===== src/rtl/core/lrasm_pkg.sv =====
// shared types, constants and helpers for the lazy range add / sum / max tree
// no dependencies
package lrasm_pkg;

  localparam int MAX_ELEMENTS_DEF = 1024;
  localparam int CNT_W            = 11;
  localparam int IDX_W            = 10;
  localparam int VAL_W            = 32;
  localparam int RES_W            = 64;
  localparam int CNT_RESET        = 1024;

  localparam logic [1:0] OP_LOAD = 2'd0;
  localparam logic [1:0] OP_ADD  = 2'd1;
  localparam logic [1:0] OP_SUM  = 2'd2;
  localparam logic [1:0] OP_MAX  = 2'd3;

  typedef enum logic [4:0] {
    S_CLEAR, S_IDLE, S_CHECK, S_FETCH, S_EVAL, S_SMUL, S_SADD, S_SLOAD, S_ACC,
    S_PMUL, S_PWL, S_PWR, S_PCLR, S_NEXT, S_UL, S_UR, S_UW, S_RET, S_DONE
  } state_t;

  typedef enum logic [4:0] {
    CMD_NONE, CMD_CLEAR, CMD_START, CMD_RD_CUR, CMD_EVAL, CMD_MUL_CHILD,
    CMD_WR_L_RD_R, CMD_WR_R, CMD_CLR_PEND, CMD_MUL_SELF, CMD_WR_SELF_ADD,
    CMD_WR_SELF_LOAD, CMD_ACCUM, CMD_PUSH_L, CMD_PUSH_R, CMD_ADV, CMD_POP,
    CMD_RD_L, CMD_CAP_L_RD_R, CMD_WR_PULL, CMD_RESULT
  } cmd_t;

  typedef struct packed {
    logic       covered;
    logic       ovl_l;
    logic       ovl_r;
    logic       pend_nz;
    logic [1:0] ph;
    logic       stk_empty;
    logic       clr_last;
    logic       reject;
    logic [1:0] op;
  } status_t;

  function automatic logic [RES_W-1:0] smax64(input logic [RES_W-1:0] a,
                                              input logic [RES_W-1:0] b);
    return ($signed(a) >= $signed(b)) ? a : b;
  endfunction

endpackage


===== src/rtl/core/lrasm_ctrl.sv =====
// traversal sequencer for the lazy range add / sum / max tree
// depends on lrasm_pkg
module lrasm_ctrl (
  input  logic              clk,
  input  logic              rst_n,
  input  logic              in_valid,
  output logic              in_stall,
  output logic              out_valid,
  input  logic              out_stall,
  input  lrasm_pkg::status_t stat,
  output lrasm_pkg::cmd_t   cmd
);

  lrasm_pkg::state_t state_r, state_nxt;
  logic out_valid_r, out_valid_nxt;
  logic out_free;

  assign out_free  = !out_valid_r || !out_stall;
  assign out_valid = out_valid_r;
  assign in_stall  = (state_r != lrasm_pkg::S_IDLE);

  always_comb begin
    state_nxt = state_r;
    case (state_r)
      lrasm_pkg::S_CLEAR: if (stat.clr_last) state_nxt = lrasm_pkg::S_IDLE;
      lrasm_pkg::S_IDLE:  if (in_valid) state_nxt = lrasm_pkg::S_CHECK;
      lrasm_pkg::S_CHECK: state_nxt = stat.reject ? lrasm_pkg::S_DONE : lrasm_pkg::S_FETCH;
      lrasm_pkg::S_FETCH: state_nxt = lrasm_pkg::S_EVAL;
      lrasm_pkg::S_EVAL: begin
        if (stat.covered) begin
          if (stat.op == lrasm_pkg::OP_LOAD) state_nxt = lrasm_pkg::S_SLOAD;
          else if (stat.op == lrasm_pkg::OP_ADD) state_nxt = lrasm_pkg::S_SMUL;
          else state_nxt = lrasm_pkg::S_ACC;
        end else if (stat.pend_nz) begin
          state_nxt = lrasm_pkg::S_PMUL;
        end else begin
          state_nxt = lrasm_pkg::S_NEXT;
        end
      end
      lrasm_pkg::S_SMUL:  state_nxt = lrasm_pkg::S_SADD;
      lrasm_pkg::S_SADD:  state_nxt = lrasm_pkg::S_RET;
      lrasm_pkg::S_SLOAD: state_nxt = lrasm_pkg::S_RET;
      lrasm_pkg::S_ACC:   state_nxt = lrasm_pkg::S_RET;
      lrasm_pkg::S_PMUL:  state_nxt = lrasm_pkg::S_PWL;
      lrasm_pkg::S_PWL:   state_nxt = lrasm_pkg::S_PWR;
      lrasm_pkg::S_PWR:   state_nxt = lrasm_pkg::S_PCLR;
      lrasm_pkg::S_PCLR:  state_nxt = lrasm_pkg::S_NEXT;
      lrasm_pkg::S_NEXT: begin
        if (stat.ph == 2'd0) begin
          if (stat.ovl_l) state_nxt = lrasm_pkg::S_FETCH;
        end else if (stat.ph == 2'd1) begin
          if (stat.ovl_r) state_nxt = lrasm_pkg::S_FETCH;
        end else if (stat.op == lrasm_pkg::OP_SUM || stat.op == lrasm_pkg::OP_MAX) begin
          state_nxt = lrasm_pkg::S_RET;
        end else begin
          state_nxt = lrasm_pkg::S_UL;
        end
      end
      lrasm_pkg::S_UL:   state_nxt = lrasm_pkg::S_UR;
      lrasm_pkg::S_UR:   state_nxt = lrasm_pkg::S_UW;
      lrasm_pkg::S_UW:   state_nxt = lrasm_pkg::S_RET;
      lrasm_pkg::S_RET:  state_nxt = stat.stk_empty ? lrasm_pkg::S_DONE : lrasm_pkg::S_NEXT;
      lrasm_pkg::S_DONE: if (out_free) state_nxt = lrasm_pkg::S_IDLE;
      default:           state_nxt = lrasm_pkg::S_IDLE;
    endcase
  end

  always_comb begin
    cmd           = lrasm_pkg::CMD_NONE;
    out_valid_nxt = out_valid_r && out_stall;
    case (state_r)
      lrasm_pkg::S_CLEAR: cmd = lrasm_pkg::CMD_CLEAR;
      lrasm_pkg::S_IDLE:  if (in_valid) cmd = lrasm_pkg::CMD_START;
      lrasm_pkg::S_CHECK: cmd = lrasm_pkg::CMD_NONE;
      lrasm_pkg::S_FETCH: cmd = lrasm_pkg::CMD_RD_CUR;
      lrasm_pkg::S_EVAL:  cmd = lrasm_pkg::CMD_EVAL;
      lrasm_pkg::S_SMUL:  cmd = lrasm_pkg::CMD_MUL_SELF;
      lrasm_pkg::S_SADD:  cmd = lrasm_pkg::CMD_WR_SELF_ADD;
      lrasm_pkg::S_SLOAD: cmd = lrasm_pkg::CMD_WR_SELF_LOAD;
      lrasm_pkg::S_ACC:   cmd = lrasm_pkg::CMD_ACCUM;
      lrasm_pkg::S_PMUL:  cmd = lrasm_pkg::CMD_MUL_CHILD;
      lrasm_pkg::S_PWL:   cmd = lrasm_pkg::CMD_WR_L_RD_R;
      lrasm_pkg::S_PWR:   cmd = lrasm_pkg::CMD_WR_R;
      lrasm_pkg::S_PCLR:  cmd = lrasm_pkg::CMD_CLR_PEND;
      lrasm_pkg::S_NEXT: begin
        if (stat.ph == 2'd0) begin
          cmd = stat.ovl_l ? lrasm_pkg::CMD_PUSH_L : lrasm_pkg::CMD_ADV;
        end else if (stat.ph == 2'd1) begin
          cmd = stat.ovl_r ? lrasm_pkg::CMD_PUSH_R : lrasm_pkg::CMD_ADV;
        end else begin
          cmd = lrasm_pkg::CMD_NONE;
        end
      end
      lrasm_pkg::S_UL:  cmd = lrasm_pkg::CMD_RD_L;
      lrasm_pkg::S_UR:  cmd = lrasm_pkg::CMD_CAP_L_RD_R;
      lrasm_pkg::S_UW:  cmd = lrasm_pkg::CMD_WR_PULL;
      lrasm_pkg::S_RET: if (!stat.stk_empty) cmd = lrasm_pkg::CMD_POP;
      lrasm_pkg::S_DONE: begin
        if (out_free) begin
          cmd           = lrasm_pkg::CMD_RESULT;
          out_valid_nxt = 1'b1;
        end
      end
      default: cmd = lrasm_pkg::CMD_NONE;
    endcase
  end

  always_ff @(posedge clk) begin
    if (!rst_n) begin
      state_r     <= lrasm_pkg::S_CLEAR;
      out_valid_r <= 1'b0;
    end else begin
      state_r     <= state_nxt;
      out_valid_r <= out_valid_nxt;
    end
  end

endmodule


===== config.mk =====
export PLATFORM = sky130hd
export DESIGN_NAME = lrasm_ctrl
export DESIGN_NICKNAME = d
export VERILOG_FILES = /design/src/rtl/core/lrasm_pkg.sv /design/src/rtl/core/lrasm_ctrl.sv
export SDC_FILE = /design/constraint.sdc
export NUM_CORES = 1
export LEC_CHECK = 0
export BUFFER_PORTS_ARGS = -buffer_cell sky130_fd_sc_hd__buf_2
export CAP_MARGIN = 20
export CORE_ASPECT_RATIO = 0.75
export CORE_MARGIN = 10
export CORE_UTILIZATION = 40
export DETAILED_ROUTE_END_ITERATION = 10
export PLACE_DENSITY = 0.7
export SYNTH_ARGS = -nofsm -noshare
export SYNTH_HDL_FRONTEND = slang
export SYNTH_SLANG_ARGS = --single-unit

===== constraint.sdc =====
create_clock -name clk -period 2.34 [get_ports clk]
set_input_delay 0.351 -clock clk [delete_from_list [all_inputs] [get_ports clk]]
set_output_delay 0.351 -clock clk [all_outputs]
set_load 0.05 [all_outputs]

==> results.sh, run 1 <==
export IMPL_drive_gt1_share_pct=28.15
export IMPL_synth_cells=115
export IMPL_report_final_hold_viol_count=0
export IMPL_pwr_density_cell_nw_per_um2=804.3
export IMPL_cellLeakagePower_nw=0.4013
export IMPL_synth_largest_type_area_fraction_pct=14.95
export IMPL_power_ir_vdd_worst_v=0.0005447
export IMPL_async_flop_share_pct=0
export IMPL_critPathCaptureType="output port"
export IMPL_synth_enable_flop_cells=0
export IMPL_area_delta_synth_final_pct=15.26
export IMPL_routed_wire_length_per_instance_um=16.20
export IMPL_timing_slew_headroom_pct=57.32
export IMPL_drt_met1_wl_um=1169
export IMPL_tns_ps=0
export IMPL_total_power_of_the_final_layout_mw=0.7447
export IMPL_overall_die_area_um2=4219
export IMPL_grt_ovfl_total=0
export IMPL_worst_slew_pin_transition_ps=639.3
export IMPL_synth_ff_latch_count=6
export IMPL_status="finished, final reports clean"
export IMPL_grt_pass1_wl_um=3898
export IMPL_library_cell_with_the_highest_instance_count_after_synthesis="sky130_fd_sc_hd__nand2_1"
export IMPL_postLayoutCoreUtil_pct=50.82
export IMPL_dr_iter_0_viols=48
export IMPL_clock_transition_at_path_regs_ps=50
export IMPL_regArea_um2=121.4
export IMPL_drt_first_pass_iters=4
export IMPL_cts_made_buffers=3
export IMPL_dr_wl_met2_um=1184
export IMPL_dpl_worst_slack_ps=364.1
export IMPL_place_gp_congestion=0.9363
export IMPL_setup_worst_path_start_class="flop"
export IMPL_fin_ws_ps=86.66
export IMPL_grt_pass1_vias=854
export IMPL_hold_path_class="primary input to flop"
export IMPL_syn_area_per_cell_um2=6.985
export IMPL_final_setup_skew_ps=5.815
export IMPL_setup_violations=0
export IMPL_rsz0062_at_grt="false"
export IMPL_nNetsFinal=152
export IMPL_grt_antenna_before_repair=0
export IMPL_start_util_pct=44.09
export IMPL_synth_lib_cells_used_distinct=39
export IMPL_buffer_ports_inserted=21
export IMPL_chipHeight_um=58.81
export IMPL_htree_num_levels=1
export IMPL_rows=13
export IMPL_max_freq_mhz=443.8
export IMPL_yosys_warnings=0
export IMPL_worst_ep_required_time_ps=1990
export IMPL_final_period_demand_of_the_worst_path_ps=2253
export IMPL_dieWidth_um=71.75
export IMPL_critPathKind="flop to output port"
export IMPL_hpwlAfterDp_um=2038
export IMPL_insertion_delay_ps=250
export IMPL_synth_cell_area_um2=803.3
export IMPL_postCtsSetupBuffers=0
export IMPL_crit_path_max_fanout=15
export IMPL_clock_sinks=6
export IMPL_floorplan_io_pins=22
export IMPL_multi_input_area_um2=604.3
export IMPL_synthFlopType="sky130_fd_sc_hd__dfxtp_1"
export IMPL_fillCellCount=199
export IMPL_detail_route_vias_per_cell=5.917
export IMPL_core_um2=1822
export IMPL_finalInstanceArea_um2=925.9
export IMPL_max_clock_buf_depth=2
export IMPL_dp_cells=154
export IMPL_gr_usage_all_layers_pct=11.15
export IMPL_vias=929
export IMPL_insertedDiodeCount=0
export IMPL_grt_max_degree=20
export IMPL_timing_final_max_slew_violations=0
export IMPL_synth_cells_most_frequent="14 x sky130_fd_sc_hd__nand2_1, 10 x sky130_fd_sc_hd__a21oi_1, 8 x sky130_fd_sc_hd__nor2_1"
export IMPL_postPlaceCellArea_um2=902.1
export IMPL_drt_drc_violations_left=0
export IMPL_maxCapViolations=0
export IMPL_netlist_top_cell_by_area="sky130_fd_sc_hd__dfxtp_1"
export IMPL_cts_root_buf="sky130_fd_sc_hd__clkbuf_4"
export IMPL_fin_hold_ws_ps=369.6
export IMPL_worst_ep_arrival_time_ps=1900
export IMPL_stdcell_count=157
export IMPL_fin_crit_sh_pct=96.30
export IMPL_maxUsedRoutingLayer="met4"
export IMPL_totalWireLength_um=2543
export IMPL_ant_nets=0
export IMPL_synth_top_cells_by_area="sky130_fd_sc_hd__dfxtp_1 15%, sky130_fd_sc_hd__nand2_1 6.5%, sky130_fd_sc_hd__a21oi_1 6.2%, sky130_fd_sc_hd__nand2b_1 4.7%, sky130_fd_sc_hd__buf_6 4.2%"
export IMPL_met3_wirelength_um=161
export IMPL_yosysSeqAreaShare_pct=14.95
export IMPL_mappedNetlistNets=130
export IMPL_tritoncts="done"
==> cell usage in the layout, fill, tap and decap left out, types with 3 or more instances in the layout <==
| cell | instances |
|---|---|
| sky130_fd_sc_hd__nand2_1 | 14 |
| sky130_fd_sc_hd__a21oi_1 | 10 |
| sky130_fd_sc_hd__o22ai_1 | 3 |
| sky130_fd_sc_hd__nand2b_1 | 6 |
| sky130_fd_sc_hd__nor2_1 | 8 |
| sky130_fd_sc_hd__nor2b_1 | 3 |
| sky130_fd_sc_hd__nand3b_1 | 3 |
| sky130_fd_sc_hd__o21ai_0 | 5 |
| sky130_fd_sc_hd__buf_2 | 21 |
| sky130_fd_sc_hd__a31oi_1 | 3 |
| sky130_fd_sc_hd__nand3_1 | 5 |
| sky130_fd_sc_hd__buf_4 | 3 |
| sky130_fd_sc_hd__o21ai_1 | 3 |
| sky130_fd_sc_hd__inv_1 | 6 |
| sky130_fd_sc_hd__nand4_1 | 3 |
| sky130_fd_sc_hd__dfxtp_1 | 5 |
| sky130_fd_sc_hd__clkbuf_4 | 3 |
==> cell families (layout without fill, tap and decap cells) <==
family	after synthesis	in the layout	share of synthesized area, %
xor+xnor	2	2	2.181
buf+inv	13	33	9.812
compound gates	35	35	27.26
flops	6	6	14.95
simple gates	56	56	41.90
mux	3	3	3.894
==> state kept, by name, indices dropped and copies added (netlist names) <==
| register | count |
|---|---|
| out_valid | 1 |
| state_r | 5 |
==> path summary, 6_finish.rpt <==
path | endpoint | cells past startpoint | slack, ps | start
hold reg to reg | out_valid | 2 | 540 | out_valid
setup / recovery | cmd[0] | 5 | 90 | state_r[3]
setup reg to reg | state_r[4] | 5 | 620 | state_r[3]
hold / removal | state_r[0] | 3 | 370 | rst_n
==> worst max-delay path, cell delays in order (launching register included) <==
cell and delay (ps):
sky130_fd_sc_hd__dfxtp_1 720, sky130_fd_sc_hd__nand3_4 200, sky130_fd_sc_hd__nor2_1 240, sky130_fd_sc_hd__a22oi_1 120
sky130_fd_sc_hd__o21ai_0 80, sky130_fd_sc_hd__buf_2 280
==> layout make-up <==
cell class | count | area share [%]
clock buffers | 3 | 2.432
inverters | 6 | 2.432
multi-input cells | 96 | 65.27
flip-flops and latches | 6 | 13.11
well taps | 22 | 2.973
repair buffers | 24 | 13.78
==> timing repair <==
| action | CTS | global route |
|---|---|---|
| gates resized for setup | 0 | 1 |
| setup endpoints to repair | 0 | 1 |
| hold buffers | 0 | 0 |
==> report_power, final <==
group          internal (mW)  switching [mW]
clock                 0.0581          0.0390
sequential             0.119          0.0291
combinational          0.172           0.327
total                  0.349           0.395
==> metal layers <==
| metal | track usage [%] | vias to the layer above |
|---|---|---|
| met2 | 18.97 | 43 |
| met3 | 3.350 | 4 |
| met1 | 13.27 | 424 |
| met4 | 3.030 | 0 |
| li1 | - | 458 |
| met5 | 0 | - |
(Power assumes the default switching activity.)
==> run 2, diff against run 1 <==
--- a/config.mk
+++ b/config.mk
@@ -5,13 +5,13 @@
 export SDC_FILE = /design/constraint.sdc
 export NUM_CORES = 1
 export LEC_CHECK = 0
-export BUFFER_PORTS_ARGS = -buffer_cell sky130_fd_sc_hd__buf_2
 export CAP_MARGIN = 20
 export CORE_ASPECT_RATIO = 0.75
 export CORE_MARGIN = 10
 export CORE_UTILIZATION = 40
 export DETAILED_ROUTE_END_ITERATION = 10
-export PLACE_DENSITY = 0.7
+export DONT_BUFFER_PORTS = 1
+export PLACE_DENSITY = 0.6
 export SYNTH_ARGS = -nofsm -noshare
 export SYNTH_HDL_FRONTEND = slang
 export SYNTH_SLANG_ARGS = --single-unit
==> run 2 against run 1 <==
Count of clock-buffer cells in the layout is the same. Final cell count shrank 9.6%. Register-to-register slack is essentially flat. Sequential share of layout area grew 0.78 points.
==> results.sh, run 2 (synthesized netlist as in run 1, its figures left out) <==
export IMPL_pwr_density_cell_nw_per_um2=859.2
export IMPL_worstSetupStartpoint="state_r[3]"
export IMPL_critPathCaptureType="output port"
export IMPL_chipHeight_um=58.81
export IMPL_crit_path_end="cmd[2]"
export IMPL_htree_num_levels=1
export IMPL_grt_max_degree=20
export IMPL_multi_input_area_um2=604.3
export IMPL_ant_nets=0
export IMPL_clock_transition_at_path_regs_ps=40
export IMPL_area_delta_synth_final_pct=7.632
export IMPL_rows=13
export IMPL_floorplan_io_pins=22
export IMPL_detail_route_vias_per_cell=6.408
export IMPL_total_power_of_the_final_layout_mw=0.7428
export IMPL_drive_gt1_share_pct=18.33
export IMPL_fin_hold_ws_ps=228.4
export IMPL_cts_hold_buf=0
export IMPL_drt_drc_violations_left=0
export IMPL_insertion_delay_ps=250
export IMPL_fillCellCount=207
export IMPL_grt_pass1_vias=792
export IMPL_regArea_um2=120.1
export IMPL_max_freq_mhz=442.9
export IMPL_cts_made_buffers=3
export IMPL_final_setup_skew_ps=2.851
export IMPL_power_ir_vdd_worst_v=0.0005618
export IMPL_drt_first_pass_iters=4
export IMPL_cellLeakagePower_nw=0.3435
export IMPL_crit_chain="nand2b_1, nor2_1, or3_1"
export IMPL_gr_usage_all_layers_pct=11.49
export IMPL_dr_iter_0_viols=80
export IMPL_cts_root_buf="sky130_fd_sc_hd__clkbuf_4"
export IMPL_path_depth=3
export IMPL_setup_violations=0
export IMPL_core_um2=1822
export IMPL_critPathKind="flop to output port"
export IMPL_worst_ep_arrival_time_ps=1910
export IMPL_dieWidth_um=71.75
export IMPL_hpwlAfterDp_um=2033
export IMPL_hold_path_class="primary input to flop"
export IMPL_crit_buf_inv=0
export IMPL_status="finished, final reports clean"
export IMPL_grt_pass1_wl_um=3891
export IMPL_final_period_demand_of_the_worst_path_ps=2258
export IMPL_routed_wire_length_per_instance_um=17.99
export IMPL_report_final_hold_viol_count=0
export IMPL_timing_slew_headroom_pct=55.44
export IMPL_insertedDiodeCount=0
export IMPL_overall_die_area_um2=4219
export IMPL_totalWireLength_um=2555
export IMPL_r2r_end="state_r[2]"
export IMPL_worst_slew_pin_transition_ps=667.5
export IMPL_rsz0062_at_grt="false"
export IMPL_place_gp_congestion=0.9059
export IMPL_fin_crit_sh_pct=96.50
export IMPL_slowest_stage="sky130_fd_sc_hd__dfxtp_1"
export IMPL_grt_antenna_before_repair=0
export IMPL_crit_path_max_fanout=15
export IMPL_register_with_the_most_flip_flops="state_r"
export IMPL_grt_ovfl_total=0
export IMPL_setup_reg_to_reg_worst_slack_ps=610
export IMPL_vias=910
export IMPL_maxCapViolations=0
export IMPL_postCtsSetupBuffers=0
export IMPL_mostFrequentLayoutCells="14 x sky130_fd_sc_hd__nand2_1, 10 x sky130_fd_sc_hd__a21oi_1, 9 x sky130_fd_sc_hd__buf_4, 8 x sky130_fd_sc_hd__nor2_1"
export IMPL_nNetsFinal=137
export IMPL_setup_worst_path_start_class="flop"
export IMPL_clock_sinks=6
export IMPL_tns_ps=0
export IMPL_r2r_cells=5
export IMPL_cts_repair_resize_count=0
export IMPL_timing_final_max_slew_violations=0
export IMPL_fin_ws_ps=81.94
export IMPL_buffer_ports_inserted=0
export IMPL_largest_reg_flops=5
export IMPL_tritoncts="done"
export IMPL_dpl_worst_slack_ps=388.4
export IMPL_max_clock_buf_depth=2
export IMPL_timing_rr_start="state_r[3]"
export IMPL_final_common_cell="sky130_fd_sc_hd__nand2_1"
export IMPL_start_util_pct=44.09
export IMPL_worst_ep_required_time_ps=1990
export IMPL_critical_path_top_delay_family="simple AND/OR/NAND/NOR gates"
export IMPL_critical_path_max_stage_delay_ps=740
run 2: worst min-delay path by stage:
stage | start | endpoint | slack, ps | cells after the start
after floorplan | rst_n | state_r[4] | 470 | 1
after global placement | rst_n | state_r[4] | 480 | 1
after detailed placement | rst_n | state_r[4] | 480 | 1
after CTS | rst_n | state_r[4] | 220 | 1
after global routing | rst_n | state_r[4] | 220 | 1
final | rst_n | state_r[4] | 230 | 1
run 2: metal layers:
layer	track usage [%]	up-vias	share of wire, %
met4	4.408	0	1.3
met3	5.025	4	18
li1	-	431	-
met1	15.58	410	42
met5	0	-	0
met2	15.20	65	39
run 2: per-stage QoR:
step	std cells	instance area [um2]	util (%)
global route	142	864.6	47.46
CTS	142	864.6	47.46
global placement	139	842.1	46.22
detailed placement	139	842.1	46.22
floorplan	115	803.3	-
finish	142	864.6	47.46
run 2: power breakdown:
group	total (mW)	leakage [nW]	switching (mW)	internal [mW]
Sequential	0.145	0.0488	0.0261	0.119
Clock	0.0964	0.0138	0.0383	0.0581
Combinational	0.502	0.281	0.325	0.177
Total	0.743	0.343	0.389	0.354
run 2: final cells by class:
type                       count  area share, %
clock buffer                   3          2.605
inverter                       6          2.605
multi-input combinational     96          69.90
sequential                     6          13.89
tap                           22          3.184
timing repair buffer           9          7.815
